==> config.mk <==
export PLATFORM = sky130hd
export DESIGN_NAME = sector_block_cache_directory_unit
export DESIGN_NICKNAME = d
export VERILOG_FILES = /design/src/sbcd_pkg.sv /design/src/sbcd_datapath.sv /design/src/sbcd_ctrl.sv /design/src/sector_block_cache_directory_unit.sv
export SDC_FILE = /design/constraint.sdc
export NUM_CORES = 2
export LEC_CHECK = 0
export ABC_CLOCK_PERIOD_IN_PS = 13010
export BUFFER_PORTS_ARGS = -buffer_cell sky130_fd_sc_hd__buf_2
export CORE_MARGIN = 2
export CORE_UTILIZATION = 40
export CTS_CLUSTER_SIZE = 8
export DETAILED_ROUTE_END_ITERATION = 8
export PLACE_DENSITY = 0.68
export SLEW_MARGIN = 20
export SYNTH_ARGS = -nofsm -noshare
export SYNTH_HDL_FRONTEND = slang
export SYNTH_HIERARCHICAL = 1
export SYNTH_SLANG_ARGS = --single-unit
==> constraint.sdc <==
create_clock -name clock -period 13.01 [get_ports clock]
set_clock_uncertainty 0.05 [all_clocks]
set_input_delay 0.6505 -clock clock [delete_from_list [all_inputs] [get_ports clock]]
set_output_delay 0.6505 -clock clock [all_outputs]
set_load 0.01 [all_outputs]
==> src/sbcd_pkg.sv <==
`timescale 1ns / 1ps
// ----------------------------------------------------------------------------
// Sector block cache directory package
// Shared widths, payload structs, codes and controller/datapath interface.
// ----------------------------------------------------------------------------
package sbcd_pkg;

   localparam int NUM_BLOCKS        = 32;
   localparam int NUM_SETS          = 8;
   localparam int SECTORS_PER_BLOCK = 8;

   localparam int SLOT_W = $clog2(NUM_BLOCKS);
   localparam int SET_W  = $clog2(NUM_SETS);
   localparam int OFF_W  = $clog2(SECTORS_PER_BLOCK);
   localparam int TAG_W  = 32 - SET_W - OFF_W;
   localparam int CNT_W  = $clog2(NUM_BLOCKS + 1);
   localparam int RANK_W = CNT_W;

   typedef enum logic [1:0] {
      REQ_READ  = 2'd0,
      REQ_PUT   = 2'd1,
      REQ_FLUSH = 2'd2,
      REQ_NONE  = 2'd3
   } req_code_type;

   typedef enum logic [1:0] {
      KIND_DONE  = 2'd0,
      KIND_WRITE = 2'd1,
      KIND_READ  = 2'd2
   } kind_code_type;

   typedef enum logic [2:0] {
      STAT_HIT      = 3'd0,
      STAT_FILLED   = 3'd1,
      STAT_RANGE    = 3'd2,
      STAT_PUT_MISS = 3'd3,
      STAT_DONE     = 3'd4
   } status_code_type;

   typedef enum logic [1:0] {
      CSR_WRITE_THROUGH = 2'd0,
      CSR_READ_LIMIT    = 2'd1,
      CSR_PUT_LIMIT     = 2'd2,
      CSR_PROTECTED     = 2'd3
   } csr_index_type;

   typedef struct packed {
      logic [1:0]  req_type;
      logic [31:0] sector_num;
   } req_item_type;

   typedef struct packed {
      logic [1:0]  item_kind;
      logic [2:0]  status;
      logic [31:0] disk_sector;
      logic [4:0]  slot;
      logic [2:0]  sector_offset;
      logic        last;
   } rsp_item_type;

   typedef enum logic [3:0] {
      ST_IDLE, ST_CHECK, ST_LOOKUP, ST_READ_HIT, ST_PUT_HIT, ST_PUT_DONE,
      ST_BEST, ST_VICTIM, ST_PROT, ST_FILL, ST_FILLED, ST_FLUSH
   } state_type;

   typedef enum logic [3:0] {
      OP_NONE, OP_LOAD, OP_LOOKUP, OP_FRONT, OP_FRONT_DIRTY, OP_ALLOC,
      OP_BEST, OP_LRU, OP_UNLINK, OP_LINK, OP_FLUSH_INIT, OP_FLUSH_STEP
   } op_type;

   typedef enum logic [3:0] {
      EMIT_NONE, EMIT_RANGE, EMIT_PUT_MISS, EMIT_DONE, EMIT_HIT, EMIT_WRITE_CUR,
      EMIT_WRITE_REQ, EMIT_READ, EMIT_FILLED, EMIT_FLUSH_WR
   } emit_type;

   typedef struct packed {
      op_type   op;
      emit_type emit;
   } dp_cmd_type;

   typedef struct packed {
      req_code_type req_kind;
      logic         write_through;
      logic         read_oor;
      logic         put_oor;
      logic         hit;
      logic         free_nz;
      logic         lru_found;
      logic         is_prot;
      logic         cur_dirty;
      logic         fl_in_range;
      logic         fl_dirty;
      logic         fl_last_set;
   } dp_status_type;

endpackage

==> src/sbcd_datapath.sv <==
`timescale 1ns / 1ps
// ----------------------------------------------------------------------------
// Sector block cache directory datapath
// Slot tables, set counts, config registers and response register.
// ----------------------------------------------------------------------------
module sbcd_datapath (
   input  logic                 clock,
   input  logic                 reset,
   input  sbcd_pkg::req_item_type  req_item,
   input  logic                 csr_valid,
   input  logic [1:0]           csr_index,
   input  logic [31:0]          csr_data,
   input  sbcd_pkg::dp_cmd_type    cmd,
   output sbcd_pkg::dp_status_type sts,
   output logic                 rsp_strobe,
   output sbcd_pkg::rsp_item_type  rsp_item
);
   import sbcd_pkg::*;

   logic               wt_ff;
   logic [31:0]        read_limit_ff, put_limit_ff, prot_ff;

   req_item_type       req_ff;
   logic [TAG_W-1:0]   tag_ff [NUM_BLOCKS], tag_in [NUM_BLOCKS];
   logic [SET_W-1:0]   set_ff [NUM_BLOCKS], set_in [NUM_BLOCKS];
   logic [SLOT_W-1:0]  rec_ff [NUM_BLOCKS], rec_in [NUM_BLOCKS];
   logic [NUM_BLOCKS-1:0] dirty_ff, dirty_in, used_ff, used_in;
   logic [CNT_W-1:0]   cnt_ff [NUM_SETS], cnt_in [NUM_SETS];
   logic [CNT_W-1:0]   free_ff, free_in;
   logic [SLOT_W-1:0]  s_ff, s_in;
   logic [SET_W-1:0]   best_ff, best_in, fset_ff, fset_in;
   logic [RANK_W-1:0]  frank_ff, frank_in;
   logic               rsp_valid_ff, rsp_valid_in;
   rsp_item_type       rsp_ff, rsp_in;

   logic [OFF_W-1:0]   r_off;
   logic [SET_W-1:0]   r_set;
   logic [TAG_W-1:0]   r_tag;
   logic [31:0]        r_aligned, cur_sector, fl_sector;
   logic               hit_any, lru_any, fl_any;
   logic [SLOT_W-1:0]  hit_idx, lru_idx, fl_idx;
   logic [SET_W-1:0]   best_c;

   assign r_off     = req_ff.sector_num[OFF_W-1:0];
   assign r_set     = req_ff.sector_num[OFF_W +: SET_W];
   assign r_tag     = req_ff.sector_num[31 -: TAG_W];
   assign r_aligned = {req_ff.sector_num[31:OFF_W], {OFF_W{1'b0}}};
   assign cur_sector = {tag_ff[s_ff], set_ff[s_ff], {OFF_W{1'b0}}};
   assign fl_sector  = {tag_ff[fl_idx], set_ff[fl_idx], {OFF_W{1'b0}}};

   // parallel searches, lowest slot wins
   always_comb begin
      hit_any = 1'b0; hit_idx = '0;
      lru_any = 1'b0; lru_idx = '0;
      fl_any  = 1'b0; fl_idx  = '0;
      for (int i = NUM_BLOCKS - 1; i >= 0; i--) begin
         if (used_ff[i] && set_ff[i] == r_set && tag_ff[i] == r_tag) begin
            hit_any = 1'b1; hit_idx = SLOT_W'(i);
         end
         if (used_ff[i] && set_ff[i] == best_ff &&
             {1'b0, rec_ff[i]} == cnt_ff[best_ff] - CNT_W'(1)) begin
            lru_any = 1'b1; lru_idx = SLOT_W'(i);
         end
         if (used_ff[i] && set_ff[i] == fset_ff && {1'b0, rec_ff[i]} == frank_ff) begin
            fl_any = 1'b1; fl_idx = SLOT_W'(i);
         end
      end
   end

   always_comb begin
      best_c = '0;
      for (int i = 1; i < NUM_SETS; i++)
         if (cnt_ff[i] > cnt_ff[best_c]) best_c = SET_W'(i);
   end

   always_comb begin
      sts.req_kind      = req_code_type'(req_ff.req_type);
      sts.write_through = wt_ff;
      sts.read_oor      = req_ff.sector_num >= read_limit_ff;
      sts.put_oor       = req_ff.sector_num >= put_limit_ff;
      sts.hit           = hit_any;
      sts.free_nz       = free_ff != '0;
      sts.lru_found     = lru_any;
      sts.is_prot       = cur_sector == {prot_ff[31:OFF_W], {OFF_W{1'b0}}};
      sts.cur_dirty     = dirty_ff[s_ff];
      sts.fl_in_range   = frank_ff < cnt_ff[fset_ff];
      sts.fl_dirty      = fl_any && dirty_ff[fl_idx];
      sts.fl_last_set   = fset_ff == SET_W'(NUM_SETS - 1);
   end

   always_comb begin
      tag_in = tag_ff; set_in = set_ff; rec_in = rec_ff;
      dirty_in = dirty_ff; used_in = used_ff; cnt_in = cnt_ff; free_in = free_ff;
      s_in = s_ff; best_in = best_ff; fset_in = fset_ff; frank_in = frank_ff;
      case (cmd.op)
         OP_LOOKUP: s_in = hit_idx;
         OP_FRONT, OP_FRONT_DIRTY: begin
            for (int i = 0; i < NUM_BLOCKS; i++)
               if (SLOT_W'(i) != s_ff && used_ff[i] && set_ff[i] == set_ff[s_ff] &&
                   rec_ff[i] < rec_ff[s_ff])
                  rec_in[i] = rec_ff[i] + SLOT_W'(1);
            rec_in[s_ff] = '0;
            if (cmd.op == OP_FRONT_DIRTY) dirty_in[s_ff] = !wt_ff;
         end
         OP_ALLOC: begin
            free_in = free_ff - CNT_W'(1);
            s_in = SLOT_W'(free_ff - CNT_W'(1));
            dirty_in[SLOT_W'(free_ff - CNT_W'(1))] = 1'b0;
         end
         OP_BEST: best_in = best_c;
         OP_LRU:  s_in = lru_idx;
         OP_UNLINK: begin
            for (int i = 0; i < NUM_BLOCKS; i++)
               if (SLOT_W'(i) != s_ff && used_ff[i] && set_ff[i] == set_ff[s_ff] &&
                   rec_ff[i] > rec_ff[s_ff])
                  rec_in[i] = rec_ff[i] - SLOT_W'(1);
            if (cnt_ff[set_ff[s_ff]] != '0)
               cnt_in[set_ff[s_ff]] = cnt_ff[set_ff[s_ff]] - CNT_W'(1);
            used_in[s_ff]  = 1'b0;
            dirty_in[s_ff] = 1'b0;
         end
         OP_LINK: begin
            for (int i = 0; i < NUM_BLOCKS; i++)
               if (used_ff[i] && set_ff[i] == r_set) rec_in[i] = rec_ff[i] + SLOT_W'(1);
            set_in[s_ff]  = r_set;
            tag_in[s_ff]  = r_tag;
            rec_in[s_ff]  = '0;
            used_in[s_ff] = 1'b1;
            cnt_in[r_set] = cnt_ff[r_set] + CNT_W'(1);
         end
         OP_FLUSH_INIT: begin
            fset_in = '0; frank_in = '0;
         end
         OP_FLUSH_STEP: begin
            if (frank_ff < cnt_ff[fset_ff]) begin
               frank_in = frank_ff + RANK_W'(1);
               if (fl_any) dirty_in[fl_idx] = 1'b0;
            end else begin
               frank_in = '0;
               fset_in  = fset_ff + SET_W'(1);
            end
         end
         default: ;
      endcase
   end

   // build the response for this cycle's emit code
   always_comb begin
      rsp_in = '0;
      rsp_valid_in = cmd.emit != EMIT_NONE;
      case (cmd.emit)
         EMIT_RANGE:    begin rsp_in.status = STAT_RANGE;    rsp_in.last = 1'b1; end
         EMIT_PUT_MISS: begin rsp_in.status = STAT_PUT_MISS; rsp_in.last = 1'b1; end
         EMIT_DONE:     begin rsp_in.status = STAT_DONE;     rsp_in.last = 1'b1; end
         EMIT_HIT, EMIT_FILLED: begin
            rsp_in.status = (cmd.emit == EMIT_HIT) ? STAT_HIT : STAT_FILLED;
            rsp_in.disk_sector = r_aligned;
            rsp_in.slot = s_ff;
            rsp_in.sector_offset = r_off;
            rsp_in.last = 1'b1;
         end
         EMIT_WRITE_CUR: begin
            rsp_in.item_kind = KIND_WRITE; rsp_in.disk_sector = cur_sector;
            rsp_in.slot = s_ff;
         end
         EMIT_WRITE_REQ: begin
            rsp_in.item_kind = KIND_WRITE; rsp_in.disk_sector = r_aligned;
            rsp_in.slot = s_ff;
         end
         EMIT_READ: begin
            rsp_in.item_kind = KIND_READ; rsp_in.disk_sector = r_aligned;
            rsp_in.slot = s_ff;
         end
         EMIT_FLUSH_WR: begin
            rsp_in.item_kind = KIND_WRITE; rsp_in.disk_sector = fl_sector;
            rsp_in.slot = fl_idx;
         end
         default: ;
      endcase
   end

   always_ff @(posedge clock) begin
      tag_ff <= tag_in; set_ff <= set_in; rec_ff <= rec_in;
      s_ff <= s_in; best_ff <= best_in; fset_ff <= fset_in; frank_ff <= frank_in;
      rsp_ff <= rsp_in;
      if (cmd.op == OP_LOAD) req_ff <= req_item;
      if (reset) begin
         dirty_ff <= '0; used_ff <= '0; free_ff <= CNT_W'(NUM_BLOCKS);
         for (int i = 0; i < NUM_SETS; i++) cnt_ff[i] <= '0;
         rsp_valid_ff <= 1'b0;
         wt_ff <= 1'b0; read_limit_ff <= '1; put_limit_ff <= '1; prot_ff <= '0;
      end else begin
         dirty_ff <= dirty_in; used_ff <= used_in; free_ff <= free_in; cnt_ff <= cnt_in;
         rsp_valid_ff <= rsp_valid_in;
         if (csr_valid) begin
            case (csr_index_type'(csr_index))
               CSR_WRITE_THROUGH: wt_ff <= csr_data[0];
               CSR_READ_LIMIT:    read_limit_ff <= csr_data;
               CSR_PUT_LIMIT:     put_limit_ff <= csr_data;
               CSR_PROTECTED:     prot_ff <= csr_data;
               default: ;
            endcase
         end
      end
   end

   assign rsp_strobe = rsp_valid_ff;
   assign rsp_item   = rsp_ff;

endmodule

==> src/sbcd_ctrl.sv <==
`timescale 1ns / 1ps
// ----------------------------------------------------------------------------
// Sector block cache directory controller
// Sequences lookup, eviction, fill and flush steps on the datapath.
// ----------------------------------------------------------------------------
module sbcd_ctrl (
   input  logic                    clock,
   input  logic                    reset,
   input  logic                    start,
   output logic                    busy,
   input  sbcd_pkg::dp_status_type sts,
   output sbcd_pkg::dp_cmd_type    cmd
);
   import sbcd_pkg::*;

   state_type state_ff, state_in;
   logic      prot_done_ff, prot_done_in;

   always_ff @(posedge clock) begin
      if (reset) begin
         state_ff <= ST_IDLE;
         prot_done_ff <= 1'b0;
      end else begin
         state_ff <= state_in;
         prot_done_ff <= prot_done_in;
      end
   end

   always_comb begin
      state_in = state_ff;
      prot_done_in = prot_done_ff;
      cmd.op = OP_NONE;
      cmd.emit = EMIT_NONE;
      case (state_ff)
         ST_IDLE: begin
            prot_done_in = 1'b0;
            if (start) begin
               cmd.op = OP_LOAD;
               state_in = ST_CHECK;
            end
         end
         ST_CHECK: begin
            case (sts.req_kind)
               REQ_READ: if (sts.read_oor) begin
                  cmd.emit = EMIT_RANGE; state_in = ST_IDLE;
               end else state_in = ST_LOOKUP;
               REQ_PUT: if (sts.put_oor) begin
                  cmd.emit = EMIT_RANGE; state_in = ST_IDLE;
               end else state_in = ST_LOOKUP;
               REQ_FLUSH: if (sts.write_through) begin
                  cmd.emit = EMIT_DONE; state_in = ST_IDLE;
               end else begin
                  cmd.op = OP_FLUSH_INIT; state_in = ST_FLUSH;
               end
               default: begin
                  cmd.emit = EMIT_DONE; state_in = ST_IDLE;
               end
            endcase
         end
         ST_LOOKUP: begin
            if (sts.hit) begin
               cmd.op = OP_LOOKUP;
               state_in = (sts.req_kind == REQ_PUT) ? ST_PUT_HIT : ST_READ_HIT;
            end else if (sts.req_kind == REQ_PUT) begin
               cmd.emit = EMIT_PUT_MISS; state_in = ST_IDLE;
            end else if (sts.free_nz) begin
               cmd.op = OP_ALLOC; state_in = ST_FILL;
            end else state_in = ST_BEST;
         end
         ST_READ_HIT: begin
            cmd.op = OP_FRONT; cmd.emit = EMIT_HIT; state_in = ST_IDLE;
         end
         ST_PUT_HIT: begin
            cmd.op = OP_FRONT_DIRTY;
            if (sts.write_through) cmd.emit = EMIT_WRITE_REQ;
            state_in = ST_PUT_DONE;
         end
         ST_PUT_DONE: begin
            cmd.emit = EMIT_HIT; state_in = ST_IDLE;
         end
         ST_BEST: begin
            cmd.op = OP_BEST; state_in = ST_VICTIM;
         end
         ST_VICTIM: begin
            if (sts.lru_found) begin
               cmd.op = OP_LRU; state_in = ST_PROT;
            end else begin
               cmd.emit = EMIT_RANGE; state_in = ST_IDLE;
            end
         end
         ST_PROT: begin
            if (sts.is_prot && !prot_done_ff) begin
               cmd.op = OP_FRONT; prot_done_in = 1'b1; state_in = ST_VICTIM;
            end else begin
               cmd.op = OP_UNLINK;
               if (sts.cur_dirty) cmd.emit = EMIT_WRITE_CUR;
               state_in = ST_FILL;
            end
         end
         ST_FILL: begin
            cmd.op = OP_LINK; cmd.emit = EMIT_READ; state_in = ST_FILLED;
         end
         ST_FILLED: begin
            cmd.emit = EMIT_FILLED; state_in = ST_IDLE;
         end
         ST_FLUSH: begin
            cmd.op = OP_FLUSH_STEP;
            if (sts.fl_in_range) begin
               if (sts.fl_dirty) cmd.emit = EMIT_FLUSH_WR;
            end else if (sts.fl_last_set) begin
               cmd.emit = EMIT_DONE; state_in = ST_IDLE;
            end
         end
         default: state_in = ST_IDLE;
      endcase
   end

   assign busy = state_ff != ST_IDLE;

endmodule

==> src/sector_block_cache_directory_unit.sv <==
`timescale 1ns / 1ps
// ----------------------------------------------------------------------------
// Sector block cache directory
// Directory of a set-indexed, per-set LRU disk sector cache with write-back
// or write-through policy; disk transfers come out as response items.
// ----------------------------------------------------------------------------
// A request is taken when start is high and busy is low; busy stays high
// until the request's last response has been issued. Responses appear at
// most one per cycle on rsp_item, qualified by rsp_strobe for exactly one
// cycle, and cannot be held off: capture them as they come. The final
// response of each request is the completion, with last set. A miss with
// no free slot evicts the least recently used block of the fullest set,
// skipping the protected block once; a write-back flush walks the sets in
// turn, stepping through every block in use. Configuration writes are
// always accepted (csr_ready is tied high) and are meant to be issued
// only while the block is idle.
// ----------------------------------------------------------------------------
module sector_block_cache_directory_unit (
   input  logic                   clock,
   input  logic                   reset,
   input  logic                   start,
   output logic                   busy,
   input  sbcd_pkg::req_item_type req_item,
   output logic                   rsp_strobe,
   output sbcd_pkg::rsp_item_type rsp_item,
   input  logic                   csr_valid,
   output logic                   csr_ready,
   input  logic [1:0]             csr_index,
   input  logic [31:0]            csr_data
);
   import sbcd_pkg::*;

   dp_cmd_type    cmd;
   dp_status_type sts;

   // config registers live in the datapath; accept every write
   assign csr_ready = 1'b1;

   sbcd_ctrl u_ctrl (
      .clock (clock),
      .reset (reset),
      .start (start),
      .busy  (busy),
      .sts   (sts),
      .cmd   (cmd)
   );

   sbcd_datapath u_datapath (
      .clock      (clock),
      .reset      (reset),
      .req_item   (req_item),
      .csr_valid  (csr_valid),
      .csr_index  (csr_index),
      .csr_data   (csr_data),
      .cmd        (cmd),
      .sts        (sts),
      .rsp_strobe (rsp_strobe),
      .rsp_item   (rsp_item)
   );

endmodule
* Yosys cells after proc, flatten, opt, wreduce, memory -nomap -nowiden
Cells that the tools add are included.
Widths: inputs -> output; s select.
** Storage, ports and cells
- Flip-flop bits (word level) :: 1406
- Input port bits :: 72
- Output and inout bits :: 49
- Word-level logic and storage cells :: 1524
** Operators by class
- Add/subtract/negate cells :: 70
- Magnitude comparators :: 95
- Equality and inequality tests :: 334
- Muxes and demuxes :: 485
- Bitwise operators :: 23
- Reduce and logical (&&, ||, !) cells :: 391
** Operators with widths (number)
- $mux 5 :: 259
- $bwmux 832 :: 1
- $eq 26x26->1 :: 32
- $pmux 160 s3 :: 1
- $eq 3x3->1 :: 128
- $eq 5x6->1 :: 64
- $logic_and 1x1->1 :: 328
- $and 160x160->160 :: 2
- $bmux 26 s5 :: 2
- $bmux 6 s3 :: 10
- $add 5x1->5 const B :: 32
- $gt 5x5->1 :: 32
- $lt 5x5->1 :: 32
- $not 160->160 :: 1
- $sub 5x1->5 const B :: 32
- $mux 6 :: 23
- $demux 26 s5 :: 1
- $mux 26 :: 5
- $and 32x32->32 :: 4
- $pmux 32 s4 :: 1
- $pmux 37 s3 :: 1
- $mux 1 :: 109
- $bwmux 48 :: 2
- $bwmux 96 :: 1
- other kinds (72) :: 295

* Logic depth before layout (Yosys ltp)
- Depth after elaboration :: 46
- Gate-level depth with buffers :: 76

* By module
The synthesis kept the hierarchy.
** By module, submodules not included
- sbcd_datapath :: instances 1, cells each 9334, area an instance 98248.0 um^2, sequential area each 39327.7 um^2
- sbcd_ctrl :: instances 1, cells each 99, area an instance 679.4 um^2, sequential area each 100.1 um^2
- sector_block_cache_directory_unit :: instances 1, cells each 2, area an instance 11.3 um^2, sequential area each 0.0 um^2

* Least setup slack after synthesis
OpenSTA, ideal clock, no wires.
- Path type :: register -> register
- From :: reg u_datapath/cnt_ff[43] in the netlist's numbering
- To :: reg u_datapath.best_ff[0] (data pin)
- Library setup time :: 0.263 ns
- Data arrival time :: 12.606 ns
- Required time :: 12.697 ns
- Slack :: 0.090 ns
- Cell stages (with the launch flop) :: 71
- Path buffers :: 4
- Cell sequence :: dfxtp_1 -> inv_1 -> ha_1 -> nor2b_1 -> o21a_1 -> o21a_1 -> o21a_1 -> o21a_1 -> o22ai_1 -> mux2i_1 -> ha_1 -> nor2b_1 -> o21a_1 -> o21a_1 -> o21a_1 -> o21a_1 -> o32ai_1 -> clkbuf_1 -> (+35 left out) -> o21ai_0 -> nand2b_1 -> a21oi_1 -> nor2b_1 -> o22ai_1 -> nand2_1 -> mux2i_1 -> a21boi_0 -> o22ai_1 -> ha_1 -> nor2b_1 -> o21a_1 -> o21ai_0 -> nand2b_1 -> a21oi_1 -> nor2b_1 -> o22ai_1 -> nand2_1
** On the way
- Word-level cells in the longest chain between the ends :: 37
** RTL lines
- start, declared :: RTL line sbcd_datapath.sv:28 : logic [CNT_W-1:0] cnt_ff [NUM_SETS], cnt_in [NUM_SETS];
- start signal, assigned :: RTL line sbcd_datapath.sv:193 : dirty_ff <= dirty_in; used_ff <= used_in; free_ff <= free_in; cnt_ff <= cnt_in;
- $gt 6x6->1 :: RTL line sbcd_datapath.sv:73 : if (cnt_ff[i] > cnt_ff[best_c]) best_c = SET_W'(i);
- $mux 1 :: RTL line sbcd_datapath.sv:73
- $not 1->4 (not written as such) :: RTL line sbcd_datapath.sv:73
- $bmux 6 s3 :: RTL line sbcd_datapath.sv:73
- $mux 6 (not written as such) (2 in series) :: RTL line sbcd_datapath.sv:73
- $gt 6x6->1 :: RTL line sbcd_datapath.sv:73
- $mux 2 :: RTL line sbcd_datapath.sv:73
- $not 2->4 (not written as such) :: RTL line sbcd_datapath.sv:73
- (+18 left out)
- $bmux 6 s3 :: RTL line sbcd_datapath.sv:73
- $mux 6 (not written as such) (2 in series) :: RTL line sbcd_datapath.sv:73
- $gt 6x6->1 :: RTL line sbcd_datapath.sv:73
- $mux 3 :: RTL line sbcd_datapath.sv:73
- $not 3->4 (not written as such) :: RTL line sbcd_datapath.sv:73
- $bmux 6 s3 :: RTL line sbcd_datapath.sv:73
- $mux 6 (not written as such) (2 in series) :: RTL line sbcd_datapath.sv:73
- $gt 6x6->1 :: RTL line sbcd_datapath.sv:73
- end signal, assigned :: RTL line sbcd_datapath.sv:184 : s_ff <= s_in; best_ff <= best_in; fset_ff <= fset_in; frank_ff <= frank_in;
- end, declared :: RTL line sbcd_datapath.sv:31 : logic [SET_W-1:0] best_ff, best_in, fset_ff, fset_in;
Parallel ways exist; a longest one is shown, timed or not. The select of a mux whose other input is x is not followed.
A chain may end at the register's enable or synchronous reset.

* Worst setup path in the final report
Same ends and word-level chain as after synthesis.

==> results by group <==
Timing
  – Slew margin rel.: 0.1002
  – Setup slack after layout: 916.1 ps
  – Final hold viol count: 0
  – Max Slew Vio Count: 0
  – Maximum clock frequency: 82.69 MHz
  – Worst hold slack: 22.72 ps
  – Slew @ Worst Pin: 1338 ps
  – Final period util: 0.9296
  – Endpoints failing setup: 0
  – Minimum clock period after layout: 12,090 ps

Yosys
  – Synth Instances: 9,435
  – Yosys reg bits: 1,400
  – FFs w/ async S/R, synth: 0
  – Netlist cell types: 104
  – Register area share after synthesis: 0.3985
  – Synth top cells by count: 1,139 x edfxtp_1, 1,005 x xnor2_1, 702 x xor2_1
  – Synthesized area per cell: 10.49 µm²
  – Main area contributors after synthesis: edfxtp_1 35%, xnor2_1 8.9%, mux4_2 8.7%
  – Area leader, netlist: edfxtp_1
  – Post-Syn Area: 0.09894 mm²
  – Most common cell in the netlist: edfxtp_1
  – Post-synth top area share: 0.3457
  – Top FF cell, synth: edfxtp_1
  – Yosys warns: 6
  – Post-synth EDFFs: 1,139

Floorplan
  – Core area: 0.2459 mm²
  – Die Area: 0.2513 mm²
  – Die H: 501.3 µm
  – Initial core utilization: 0.4023
  – Die boundary width: 501.3 µm
  – IO Pins: 121
  – Site row count: 182

Routing
  – Remaining antenna violation count: 0
  – Via Count: 89,850
  – WL per Instance: 42.65 µm
  – WL final: 543.4 mm
  – Drt initial violations: 16,040
  – DRC: 3
  – Drt first pass iters: 9
  – Vias/cell: 7.052

Critical path
  – Critical path origin: u_datapath/cnt_ff[43]
  – Worst endpoint required time: 13,550 ps
  – Most frequent CP cell: o21a_1
  – CP max-delay cell: dfxtp_1
  – Worst Setup EP: u_datapath/best_ff[0]
  – Critical Path Start Type: register
  – Setup CP Type: reg -> reg
  – Reg2Reg Launch Point: u_datapath/cnt_ff[43]
  – Crit-path max cell delay: 320 ps
  – Worst EP arrival: 12,640 ps
  – Crit. End Element: register
  – CP top delay family: compound AO/OA/AOI/OAI gates
  – Critical path buffers and inverters: 5
  – R2R depth: 69
  – R2R Path End: u_datapath/best_ff[0]
  – R2r setup slk: 920 ps
  – Cell count along the critical path: 69
  – Worst-path maximum fanout: 8

Clocking
  – Clock Sinks: 1,400
  – Clock buffer count from CTS: 198
  – Clk Latency, worst-skew pair: 940 ps
  – TritonCTS clock tree: built
  – CTS root buf: clkbuf_16
  – H-Tree Depth: 4
  – Max clock buf depth: 3
  – Reg clk slew, reported paths: 50 ps

Place
  – I/O Buffers: 116
  – Area after DPL: 0.1035 mm²
  – DP Wirelength: 392.8 mm
  – Placed cell count: 12,300
  – Routability cong.: 1.073
  – Setup WS pre-CTS: 435.6 ps

Global route
  – Global-route wire length before repair: 727.2 mm
  – Pin count of the biggest net entering global routing: 127
  – Initial antenna violation count: 57
  – Gr usage total: 0.4198
  – Vias in the first global route: 82,980
  – Congestion Overflow GR: 0

Power and ir drop
  – VDD IR max: 1.133 mV
  – Power per cell area: 299.2 mW/mm²
  – Pleak: 38.82 nW

Run status
  – Failing checks: design-rule violations
  – Status: complete, but fails checks

Finish
  – Finished Cell Area: 0.1103 mm²
  – Finished Layout Cells: 12,740
  – Share of layout cells above drive strength 1: 0.1446
  – Total Nets Final: 9,766
  – P&R area growth vs syn: 11.51%
  – Final Util: 0.4486

Min path
  – Worst min-delay path category: in -> reg

Run
  – MaxCap Viol Count: 0
[state kept, by name, indices dropped and copies added, names as in the netlist, named ones only]
signal,flops
u_datapath/rsp_strobe,1
u_ctrl/state_ff,4
u_datapath/tag_ff,832
u_datapath/put_limit_ff,32
u_datapath/prot_ff,29
u_datapath/rec_ff,160
u_datapath/best_ff,3
u_datapath/dirty_ff,32
u_datapath/wt_ff,1
u_datapath/set_ff,96
u_datapath/s_ff,5
u_ctrl/prot_done_ff,1
u_datapath/r_aligned,29
u_datapath/frank_ff,6
u_datapath/r_off,3
u_datapath/fset_ff,3
u_datapath/read_limit_ff,32
u_datapath/rsp_item,43
u_datapath/sts,2
u_datapath/free_ff,6
u_datapath/cnt_ff,48
[report_power, final]
group | internal, mW | leakage (nW) | switching (mW)
registers | 5.87 | 12.4 | 0.753
clock network | 2.87 | 2.79 | 2.24
logic | 9.31 | 23.6 | 12.0
total | 18.1 | 38.8 | 15.0
[cell families after synthesis]
kind of cell,share of synthesized area
buf+inv,0.04611
mux,0.1072
compound gates,0.1160
simple gates,0.1350
other cells,0.00007591
xor+xnor,0.1535
flops,0.3985
fa+ha+maj,0.04376
[worst min path at each step]
stage               depth (start not counted)                          from                           end  slack (ps)
floorplan                                   2   u_datapath/put_limit_ff[10]   u_datapath/put_limit_ff[10]         390
global placement                            2   u_datapath/put_limit_ff[15]   u_datapath/put_limit_ff[15]         400
detailed placement                          2  u_datapath/read_limit_ff[19]  u_datapath/read_limit_ff[19]         410
CTS                                         3                  csr_data[27]        u_datapath/prot_ff[27]           6
global route                                3                  csr_data[23]        u_datapath/prot_ff[23]          10
finish                                      3                  csr_data[23]        u_datapath/prot_ff[23]          20
[tightest hold or removal path, stage by stage]
cell,delay (ps)
buf_2,150
nand2_1,70
a21oi_1,50
[stage by stage]
stage               total power, mW  setup TNS, ps
CTS                           31.52              0
finish                        33.01              0
global route                  34.68         -5.277
detailed placement            26.36              0
floorplan                     17.75              0
global placement              26.42              0
[area by class of cell]
type / instances / area (µm²)
fill: 22950 / 135600
clock buffer: 322 / 5492
timing repair buffer: 577 / 4613
clock inverter: 18 / 401.6
antenna: 32 / 80.08
sequential: 1400 / 39430
tap: 3220 / 4029
multi-input combinational: 6986 / 55590
inverter: 185 / 694.4
[layer usage]
layer  global-route usage  share of wire
met5                    0        0.00041
met4               0.3322           0.10
met3               0.1417           0.13
met2               0.5942           0.41
met1               0.5208           0.36
[repair_timing]
action,CTS,global route
endpoints found under the hold margin,105,0
hold buffers,63,0
gates resized for setup,0,23
setup endpoints to repair,0,3
setup buffers,0,6
[layout by cell type (no fill, tap or decap), types with 261 or more instances in the layout]
master / n
o22ai_1: 329
nand3_1: 327
a21oi_1: 353
dfxtp_1: 261
xor2_1: 702
xnor2_1: 1002
nand2_1: 687
edfxtp_1: 1139
buf_4: 365
mux4_2: 381
ha_1: 345
nor2_1: 485
No activity file was read; power rests on OpenSTA's default activity.
